==> src/rtl/spq_pkg.sv <==
// shared types and constants for the stable priority queue
`default_nettype none

package spq_pkg;

    localparam int CAPACITY      = 16;
    localparam int VALUE_BITS    = 32;
    localparam int PRIORITY_BITS = 16;
    localparam int COUNT_BITS    = $clog2(CAPACITY + 1);

    typedef enum logic [1:0] {
        MODE_PUSH  = 2'd0,
        MODE_POP   = 2'd1,
        MODE_CLEAR = 2'd2
    } t_mode;

    typedef enum logic [1:0] {
        ERR_OK    = 2'd0,
        ERR_FULL  = 2'd1,
        ERR_EMPTY = 2'd2
    } t_err;

    typedef enum logic {
        ST_IDLE = 1'b0,
        ST_EXEC = 1'b1
    } t_state;

    typedef struct packed {
        logic load;
        logic exec;
    } t_dp_cmd;

endpackage

`default_nettype wire

==> src/rtl/spq_in_if.sv <==
// request channel: valid/ready with one operation word
`default_nettype none

interface spq_in_if
    import spq_pkg::*;
();
    logic                            valid;
    logic                            ready;
    logic [1:0]                      mode;
    logic signed [VALUE_BITS-1:0]    item_value;
    logic signed [PRIORITY_BITS-1:0] item_priority;

    modport source (output valid, output mode, output item_value, output item_priority,
                    input ready);
    modport sink   (input valid, input mode, input item_value, input item_priority,
                    output ready);
endinterface

`default_nettype wire

==> src/rtl/spq_out_if.sv <==
// result channel: valid/ready with one status word
`default_nettype none

interface spq_out_if
    import spq_pkg::*;
();
    logic                            valid;
    logic                            ready;
    logic                            removed_valid;
    logic signed [VALUE_BITS-1:0]    removed_value;
    logic signed [PRIORITY_BITS-1:0] removed_priority;
    logic signed [VALUE_BITS-1:0]    head_value;
    logic signed [PRIORITY_BITS-1:0] head_priority;
    logic [COUNT_BITS-1:0]           entry_count;
    logic                            is_empty;
    logic [1:0]                      error_code;

    modport source (output valid, output removed_valid, output removed_value,
                    output removed_priority, output head_value, output head_priority,
                    output entry_count, output is_empty, output error_code,
                    input ready);
    modport sink   (input valid, input removed_valid, input removed_value,
                    input removed_priority, input head_value, input head_priority,
                    input entry_count, input is_empty, input error_code,
                    output ready);
endinterface

`default_nettype wire

==> src/rtl/stable_priority_queue_unit.sv <==
// top level of the stable priority queue
`default_nettype none

// Sorted priority queue of CAPACITY entries (value plus signed priority), kept
// in ascending priority order in a row of cells that all compare against the
// new priority at once; a push lands after every entry of equal or lower
// priority, so ties leave in arrival order. Each request word (push, pop or
// clear) yields one result word with the removed entry, the new head, the count,
// an empty flag and an error code; push on full and pop on empty change nothing.
// A request is latched in the idle state; in the execute state the cells shift or
// insert and the result register loads. The result register frees the
// request side, so a new word is taken while the last result waits; the execute
// step then holds until that result has been taken.
module stable_priority_queue_unit
    import spq_pkg::*;
(
    input  wire logic i_clk,
    input  wire logic i_rst_n,
    spq_in_if.sink    i_in,
    spq_out_if.source o_out
);

    t_dp_cmd cmd;

    spq_ctrl u_ctrl (
        .i_clk       (i_clk),
        .i_rst_n     (i_rst_n),
        .i_in_valid  (i_in.valid),
        .o_in_ready  (i_in.ready),
        .i_out_ready (o_out.ready),
        .o_out_valid (o_out.valid),
        .o_cmd       (cmd)
    );

    spq_datapath u_datapath (
        .i_clk              (i_clk),
        .i_rst_n            (i_rst_n),
        .i_cmd              (cmd),
        .i_mode             (i_in.mode),
        .i_item_value       (i_in.item_value),
        .i_item_priority    (i_in.item_priority),
        .o_removed_valid    (o_out.removed_valid),
        .o_removed_value    (o_out.removed_value),
        .o_removed_priority (o_out.removed_priority),
        .o_head_value       (o_out.head_value),
        .o_head_priority    (o_out.head_priority),
        .o_entry_count      (o_out.entry_count),
        .o_is_empty         (o_out.is_empty),
        .o_error_code       (o_out.error_code)
    );

endmodule

`default_nettype wire

==> src/rtl/spq_ctrl.sv <==
// controller: sequences accept, execute and result handoff
`default_nettype none

module spq_ctrl
    import spq_pkg::*;
(
    input  wire logic i_clk,
    input  wire logic i_rst_n,
    input  wire logic i_in_valid,
    output logic      o_in_ready,
    input  wire logic i_out_ready,
    output logic      o_out_valid,
    output t_dp_cmd   o_cmd
);

    t_state r_state, n_state;
    logic   r_out_valid, n_out_valid;
    logic   exec_ok;

    // the result register must be free before the next op overwrites it
    assign exec_ok = !r_out_valid || i_out_ready;

    always_comb begin
        n_state = r_state;
        case (r_state)
            ST_IDLE: begin
                if (i_in_valid) begin
                    n_state = ST_EXEC;
                end
            end
            ST_EXEC: begin
                if (exec_ok) begin
                    n_state = ST_IDLE;
                end
            end
            default: n_state = ST_IDLE;
        endcase
    end

    always_comb begin
        o_in_ready = 1'b0;
        o_cmd      = '0;
        case (r_state)
            ST_IDLE: begin
                o_in_ready = 1'b1;
                o_cmd.load = i_in_valid;
            end
            ST_EXEC: begin
                o_cmd.exec = exec_ok;
            end
            default: o_in_ready = 1'b0;
        endcase
    end

    always_comb begin
        n_out_valid = r_out_valid;
        if (o_cmd.exec) begin
            n_out_valid = 1'b1;
        end else if (i_out_ready) begin
            n_out_valid = 1'b0;
        end
    end

    always_ff @(posedge i_clk) begin
        if (!i_rst_n) begin
            r_state     <= ST_IDLE;
            r_out_valid <= 1'b0;
        end else begin
            r_state     <= n_state;
            r_out_valid <= n_out_valid;
        end
    end

    assign o_out_valid = r_out_valid;

endmodule

`default_nettype wire

==> src/rtl/spq_datapath.sv <==
// datapath: row of sorted cells with parallel compare, plus result register
`default_nettype none

module spq_datapath
    import spq_pkg::*;
(
    input  wire logic                            i_clk,
    input  wire logic                            i_rst_n,
    input  wire t_dp_cmd                         i_cmd,
    input  wire logic [1:0]                      i_mode,
    input  wire logic signed [VALUE_BITS-1:0]    i_item_value,
    input  wire logic signed [PRIORITY_BITS-1:0] i_item_priority,
    output logic                                 o_removed_valid,
    output logic signed [VALUE_BITS-1:0]         o_removed_value,
    output logic signed [PRIORITY_BITS-1:0]      o_removed_priority,
    output logic signed [VALUE_BITS-1:0]         o_head_value,
    output logic signed [PRIORITY_BITS-1:0]      o_head_priority,
    output logic [COUNT_BITS-1:0]                o_entry_count,
    output logic                                 o_is_empty,
    output logic [1:0]                           o_error_code
);

    // latched request
    logic [1:0]                      r_mode;
    logic signed [VALUE_BITS-1:0]    r_new_val;
    logic signed [PRIORITY_BITS-1:0] r_new_pri;

    // cells, head at index 0
    logic signed [VALUE_BITS-1:0]    r_val [CAPACITY];
    logic signed [PRIORITY_BITS-1:0] r_pri [CAPACITY];
    logic signed [VALUE_BITS-1:0]    n_val [CAPACITY];
    logic signed [PRIORITY_BITS-1:0] n_pri [CAPACITY];
    logic [COUNT_BITS-1:0]           r_count, n_count;

    logic [CAPACITY-1:0]             stay;
    logic                            full, empty;
    t_err                            err;
    logic                            rem_valid;

    // result register
    logic                            r_removed_valid;
    logic signed [VALUE_BITS-1:0]    r_removed_value;
    logic signed [PRIORITY_BITS-1:0] r_removed_priority;
    logic signed [VALUE_BITS-1:0]    r_head_value;
    logic signed [PRIORITY_BITS-1:0] r_head_priority;
    logic [COUNT_BITS-1:0]           r_entry_count;
    logic                            r_is_empty;
    logic [1:0]                      r_error_code;

    assign full  = (r_count >= COUNT_BITS'(CAPACITY));
    assign empty = (r_count == '0);

    // a cell keeps its entry when it is occupied and not above the new priority;
    // the sorted order makes this a prefix
    always_comb begin
        for (int i = 0; i < CAPACITY; i++) begin
            stay[i] = (COUNT_BITS'(i) < r_count) && (r_pri[i] <= r_new_pri);
        end
    end

    always_comb begin
        n_count   = r_count;
        err       = ERR_OK;
        rem_valid = 1'b0;
        for (int i = 0; i < CAPACITY; i++) begin
            n_val[i] = r_val[i];
            n_pri[i] = r_pri[i];
        end
        case (r_mode)
            MODE_PUSH: begin
                if (full) begin
                    err = ERR_FULL;
                end else begin
                    n_count = r_count + 1'b1;
                    for (int i = 0; i < CAPACITY; i++) begin
                        if (stay[i]) begin
                            n_val[i] = r_val[i];
                            n_pri[i] = r_pri[i];
                        end else if (i == 0) begin
                            n_val[i] = r_new_val;
                            n_pri[i] = r_new_pri;
                        end else if (stay[(i == 0) ? 0 : i - 1]) begin
                            n_val[i] = r_new_val;
                            n_pri[i] = r_new_pri;
                        end else begin
                            n_val[i] = r_val[(i == 0) ? 0 : i - 1];
                            n_pri[i] = r_pri[(i == 0) ? 0 : i - 1];
                        end
                    end
                end
            end
            MODE_POP: begin
                if (empty) begin
                    err = ERR_EMPTY;
                end else begin
                    rem_valid = 1'b1;
                    n_count   = r_count - 1'b1;
                    for (int i = 0; i < CAPACITY - 1; i++) begin
                        n_val[i] = r_val[i + 1];
                        n_pri[i] = r_pri[i + 1];
                    end
                end
            end
            MODE_CLEAR: begin
                n_count = '0;
            end
            default: n_count = r_count;
        endcase
    end

    always_ff @(posedge i_clk) begin
        if (!i_rst_n) begin
            r_count <= '0;
        end else if (i_cmd.exec) begin
            r_count <= n_count;
        end
    end

    always_ff @(posedge i_clk) begin
        if (i_cmd.load) begin
            r_mode    <= i_mode;
            r_new_val <= i_item_value;
            r_new_pri <= i_item_priority;
        end
        if (i_cmd.exec) begin
            for (int i = 0; i < CAPACITY; i++) begin
                r_val[i] <= n_val[i];
                r_pri[i] <= n_pri[i];
            end
            r_removed_valid    <= rem_valid;
            r_removed_value    <= rem_valid ? r_val[0] : '0;
            r_removed_priority <= rem_valid ? r_pri[0] : '0;
            r_head_value       <= (n_count != '0) ? n_val[0] : '0;
            r_head_priority    <= (n_count != '0) ? n_pri[0] : '0;
            r_entry_count      <= n_count;
            r_is_empty         <= (n_count == '0);
            r_error_code       <= err;
        end
    end

    assign o_removed_valid    = r_removed_valid;
    assign o_removed_value    = r_removed_value;
    assign o_removed_priority = r_removed_priority;
    assign o_head_value       = r_head_value;
    assign o_head_priority    = r_head_priority;
    assign o_entry_count      = r_entry_count;
    assign o_is_empty         = r_is_empty;
    assign o_error_code       = r_error_code;

endmodule

`default_nettype wire
==> src/flat_wrapper.sv <==
// flat-port wrapper written by rule: the top's interface ports become plain ports
module stable_priority_queue_unit_flat import spq_pkg::*;
  (i_clk, i_rst_n, i_in_valid, i_in_mode, i_in_item_value, i_in_item_priority, i_in_ready, o_out_valid, o_out_removed_valid, o_out_removed_value, o_out_removed_priority, o_out_head_value, o_out_head_priority, o_out_entry_count, o_out_is_empty, o_out_error_code, o_out_ready);
  spq_in_if i_in_i ();
  spq_out_if o_out_i ();
  input  wire logic i_clk;
  input  wire logic i_rst_n;
  input wire logic [$bits(i_in_i.valid)-1:0] i_in_valid;
  input wire logic [$bits(i_in_i.mode)-1:0] i_in_mode;
  input wire logic [$bits(i_in_i.item_value)-1:0] i_in_item_value;
  input wire logic [$bits(i_in_i.item_priority)-1:0] i_in_item_priority;
  output wire logic [$bits(i_in_i.ready)-1:0] i_in_ready;
  output wire logic [$bits(o_out_i.valid)-1:0] o_out_valid;
  output wire logic [$bits(o_out_i.removed_valid)-1:0] o_out_removed_valid;
  output wire logic [$bits(o_out_i.removed_value)-1:0] o_out_removed_value;
  output wire logic [$bits(o_out_i.removed_priority)-1:0] o_out_removed_priority;
  output wire logic [$bits(o_out_i.head_value)-1:0] o_out_head_value;
  output wire logic [$bits(o_out_i.head_priority)-1:0] o_out_head_priority;
  output wire logic [$bits(o_out_i.entry_count)-1:0] o_out_entry_count;
  output wire logic [$bits(o_out_i.is_empty)-1:0] o_out_is_empty;
  output wire logic [$bits(o_out_i.error_code)-1:0] o_out_error_code;
  input wire logic [$bits(o_out_i.ready)-1:0] o_out_ready;
  assign i_in_i.valid = i_in_valid;
  assign i_in_i.mode = i_in_mode;
  assign i_in_i.item_value = i_in_item_value;
  assign i_in_i.item_priority = i_in_item_priority;
  assign i_in_ready = i_in_i.ready;
  assign o_out_valid = o_out_i.valid;
  assign o_out_removed_valid = o_out_i.removed_valid;
  assign o_out_removed_value = o_out_i.removed_value;
  assign o_out_removed_priority = o_out_i.removed_priority;
  assign o_out_head_value = o_out_i.head_value;
  assign o_out_head_priority = o_out_i.head_priority;
  assign o_out_entry_count = o_out_i.entry_count;
  assign o_out_is_empty = o_out_i.is_empty;
  assign o_out_error_code = o_out_i.error_code;
  assign o_out_i.ready = o_out_ready;
  stable_priority_queue_unit u_core (.i_clk(i_clk), .i_rst_n(i_rst_n), .i_in(i_in_i), .o_out(o_out_i));
endmodule
==> config.mk <==
export PLATFORM = sky130hd
export DESIGN_NAME = stable_priority_queue_unit_flat
export DESIGN_NICKNAME = d
export VERILOG_FILES = /design/src/rtl/spq_pkg.sv /design/src/rtl/spq_in_if.sv /design/src/rtl/spq_out_if.sv /design/src/rtl/stable_priority_queue_unit.sv /design/src/rtl/spq_ctrl.sv /design/src/rtl/spq_datapath.sv /design/src/flat_wrapper.sv
export SDC_FILE = /design/constraint.sdc
export NUM_CORES = 2
export LEC_CHECK = 0
export CAP_MARGIN = 20
export CORE_ASPECT_RATIO = 0.9
export CORE_MARGIN = 2
export CORE_UTILIZATION = 65
export CTS_CLUSTER_SIZE = 12
export DETAILED_ROUTE_END_ITERATION = 7
export DONT_BUFFER_PORTS = 1
export GPL_ROUTABILITY_DRIVEN = 0
export GPL_TIMING_DRIVEN = 0
export PLACE_DENSITY_LB_ADDON = 0.1
export SYNTH_ARGS = -nofsm -noshare
export SYNTH_HDL_FRONTEND = slang
export SYNTH_HIERARCHICAL = 1
export SYNTH_SLANG_ARGS = --single-unit
==> constraint.sdc <==
create_clock -name i_clk -period 8.1 [get_ports i_clk]
set_input_delay 1.62 -clock i_clk [delete_from_list [all_inputs] [get_ports i_clk]]
set_output_delay 1.62 -clock i_clk [all_outputs]
set_load 0.01 [all_outputs]
== Yosys cells after proc, flatten, opt, wreduce, memory -nomap -nowiden ==
Memory sizes are Yosys's and may differ from the RTL's.
Index checks and enable logic that the tools add are counted.
Storage, ports and cells
  register bits after elaboration: 162
  RAM bits: 768
  input port bits: 54
  output and inout bits: 107
  logic and storage cells: 165
  memories kept: 2
Memories
  u_core.u_datapath.r_val: words 16, width 32, read ports 16, clocked after Yosys merged registers in 0, wr ports 16, line spq_datapath.sv:29  | logic signed [VALUE_BITS-1:0] r_val [CAPACITY];
  u_core.u_datapath.r_pri: words 16, width 16, read ports 16, clocked after Yosys merged registers in 0, wr ports 16, line spq_datapath.sv:30  | logic signed [PRIORITY_BITS-1:0] r_pri [CAPACITY];
Operators by class
  $add $sub $neg: 2
  magnitude comparators: 33
  equality and inequality tests: 2
  multiplexer cells: 88
  bitwise operators: 1
  reductions and logical operators: 23
Operators by type and width (count)
  $mux 32: 32
  $pmux 480 s2: 1
  $mux 16: 32
  $mux 512: 1
  $mux 480: 1
  $pmux 240 s2: 1
  $le 16x16->1: 16
  $mux 256: 1
  $mux 240: 1
  $lt 4x5->1 const A: 8
  $lt 3x5->1 const A: 4
  $logic_and 1x1->1: 16
  $pmux 5 s3: 1
  $mux 1: 12
  $logic_not 5->1: 2
  $lt 1x5->1 const A: 2
  $lt 2x5->1 const A: 2
  $mux 5: 2
  $add 5x1->5 const B: 1
  $ge 5x5->1 const B: 1
  $reduce_bool 5->1: 1
  $sub 5x1->5 const B: 1
  $pmux 2 s2: 1
  $eq 2x1->1 const B: 1
  8 further kinds: 8

== Longest topological paths before layout ==
An unclocked memory read counts as a cell.
  depth after elaboration: 7
  gate-level depth with buffers: 13

== Cells and area by module ==
The synthesis kept the hierarchy.
By module, submodules not included
  spq_datapath: times used 1, cells an instance 4341, area each 49829.0 µm², seq. area each 27816.7 µm²
  spq_ctrl: times used 1, cells an instance 10, area each 110.1 µm², seq. area each 40.0 µm²

== Worst setup path after synthesis ==
Ideal clock, no wire load.
  kind: input -> register
  start: in o_out_ready
  end: mem u_core.u_datapath.r_pri[1][0], in the netlist u_core/u_datapath/r_pri[0][16], enable pin
  library setup time: 0.469 ns
  arrival: 5.922 ns
  data required time: 7.631 ns
  setup slack: 1.709 ns
  cell stages on the path: 6
  buffers on the path: 2
  cells stage by stage: nand2b_4 -> and2_1 -> buf_4 -> clkbuf_1 -> o21ai_0 -> a21oi_1
RTL lines
  from (decl): line flat_wrapper.sv:22  | input wire logic [$bits(o_out_i.ready)-1:0] o_out_ready;
  to (decl): line spq_datapath.sv:30

==> impl_results.md <==
- CTS buffer count: 98
- Worst Hold Class: register to register
- P per Cell Area: 197 nW/µm²
- Register area share after synthesis: 0.558
- Final Max Tran Viols: 0
- Post-Route Utilization: 0.720
- First-pass GRT wire length: 238000 µm
- Leak: 19.4 nW
- Clock Skew: 25.1 ps
- Slew @ Worst Pin: 1230 ps
- Part of the cycle the worst path needs: 0.770
- Psw: 2.68 mW
- Avg Cell Area, Syn: 11.5 µm²
- Top-area cell type share of the netlist area: 0.555
- WP data arrival: 6610 ps
- Max VDD drop: 200 µV
- Fillers: 5600
- Fin crit period: 6240 ps
- Clock share of power: 0.405
- Port Buffers: 0
- Post-synthesis cell count: 4351
- Yosys warnings: 6
- Initial antenna violation count: 1
- CTS clk-pin slew, worst paths: 60 ps
- Nets: 4769
- Die ar.: 79100 µm²
- Clock Tree Buf Depth: 3
- Startpoint Class: register
- Max cap viols: 0
- Post-synthesis async set-or-reset flop share: 0
- I/O Pins: 161
- Synth top area cells: edfxtp_1 56%, mux2i_1 6.9%, ha_1 6.1%
- Core ar.: 76200 µm²
- Post-synth EDFFs: 923
- Crit path kind: register to register
- Via density: 7.16
- Mapped Area: 49900 µm²
- Grt ovf: 0
- Combinational power share: 0.083
- Htree depth: 3
- Most frequent cells in the layout: 923 x edfxtp_1, 669 x nand2_1, 342 x mux2i_1
- Layout Cells excl Fill: 5582
- Antenna Violating Nets Remaining: 0
- Crit end category: register
- Die X: 296 µm
- Power Total: 10.8 mW
- Pint: 8.13 mW
- Max frequency: 160 MHz
- # hold bufs at CTS: 0
- Status: finished, final reports clean
- Slew HR: 0.177
- Area delta synth->final: 9.77%
- TritonCTS clock tree: yes
- FF+latch count, synth: 930
- Root buffer cell: clkbuf_16
- Sequential power share: 0.512
- Setup bufs post-CTS: 0
- Setup violators final: 0
- Crit path required time: 8470 ps
- DRT iter0 DRCs: 6104
- CTS Sinks: 930
- Vias in the first global route: 38900
- Cell taking the most area after synthesis: edfxtp_1
- Most common cell after layout, fill and taps aside: edfxtp_1
- Post-CTS Resized: 0
- Later-pin clock latency in the skew report: 690 ps
- Hold Vio Cnt, Final: 0
- Placed cell count: 5399
- GR Util All Layers: 0.407
- Switching part of the total power: 0.248
- DRT Wirelength: 163000 µm
- Initial Utilization: 0.656
- Vias: 40000
- Synth unique cells: 77
- Setup TNS: 0 ps
- Pin count of the biggest net entering global routing: 111
- Unrepaired setup endpoints after global routing: false
- Ys flop type: edfxtp_1
- Die H: 267 µm
- Dpl hpwl: 124000 µm
- CP Max Fanout: 29
- Drt pass-1 iters: 7
- Fraction of layout cells with a size suffix above 1: 0.0734
- # DRC: 0
- Post-Syn Nets: 4648
- WL/cell: 29.2 µm
- Num rows: 96
## stage by stage
step	area [µm²]	worst slack (ps)	hold slack, ps
6_report	54800	1860	522
5_1_grt	54800	1700	552
4_1_cts	54800	2160	526
3_5_place_dp	51800	2160	511
3_3_place_gp	51200	-621	500
2_1_floorplan	49900	1710	484
## critical path, stage by stage, from the launching register on
cell      delay, ps
edfxtp_1        320
clkbuf_1        700
inv_1           610
ha_1            570
nand4_1         250
or2_2           380
a211oi_1        180
nor4_1           70
o21ai_1         790
buf_2           430
buf_1           550
nor2_1          150
nor2_4          580
buf_12          300
## flip-flops by register name, summed over array words and instances, names as in the netlist
register	flops
u_core/u_datapath/r_val	512
u_core/u_datapath/o_entry_count	5
u_core/u_datapath/r_new_pri	16
u_core/u_datapath/o_head_priority	16
u_core/u_datapath/o_removed_value	32
u_core/u_datapath/o_error_code	2
u_core/u_datapath/r_new_val	32
u_core/u_datapath/r_count	5
u_core/u_datapath/r_mode	2
u_core/u_datapath/o_head_value	32
u_core/u_datapath/r_pri	256
u_core/u_ctrl/r_state	1
u_core/u_datapath/o_removed_priority	16
u_core/u_ctrl/o_out_valid	1
u_core/u_datapath/o_is_empty	1
u_core/u_datapath/o_removed_valid	1
## synth_stat cells (all sizes together), types with 12 or more instances
cell,count
a221o,96
o41a,45
a21oi,80
a22oi,49
mux2i,342
and2,50
nand2,669
o21ai,377
buf,116
nor2b,76
a21o,30
a211oi,13
mux2,48
o211ai,299
nor2,109
edfxtp,923
o21a,12
clkbuf,252
nand3,300
ha,243
inv,50
nand4,46
## logic make-up after synthesis
| logic type | share of synthesized area |
|---|---|
| AOI/OAI and AO/OA | 0.149 |
| adders and majority gates | 0.0609 |
| buffers and inverters | 0.0350 |
| DFF | 0.558 |
| muxes | 0.0794 |
| and+or+nand+nor | 0.118 |
## power groups by stage
stage | sequential (mW) | combinational [mW] | clock, mW
floorplan | 5.61 | 0.550 | 0
global placement | 5.65 | 0.802 | 0
detailed placement | 5.64 | 0.856 | 0
CTS | 5.54 | 0.863 | 4.39
global route | 5.55 | 0.951 | 4.56
finish | 5.54 | 0.897 | 4.38
## worst paths after layout
| path | cells after the start | from | endpoint | slack, ps |
|---|---|---|---|---|
| setup / recovery | 13 | u_core/u_datapath/r_new_pri[15] | u_core/u_datapath/r_val[0][120] | 1860 |
| hold / removal | 2 | u_core/u_datapath/r_val[1][243] | u_core/u_datapath/r_val[1][211] | 520 |
| setup reg to reg | 13 | u_core/u_datapath/r_new_pri[15] | u_core/u_datapath/r_val[0][120] | 1860 |
| hold reg to reg | 2 | u_core/u_datapath/r_val[1][243] | u_core/u_datapath/r_val[1][211] | 520 |
## per-layer routing
metal	vias to the layer above	part of all wire	track usage
met3	577	0.13	0.0918
met5	-	0	0
met2	3109	0.44	0.606
met1	19300	0.37	0.548
li1	16900	-	-
met4	0	0.069	0.242
## final cells by class
class	instances	area (µm²)	area share
well taps	1029	1290	0.0235
diodes	1	2.50	0.0000456
inverters	50	188	0.00342
flip-flops and latches	930	27900	0.508
plain buffers	368	1560	0.0285
clock inverters	49	427	0.00778
multi-input cells	3003	20500	0.373
repair buffers	21	435	0.00794
clock buffers	131	2600	0.0474
(Power assumes the default switching activity.)
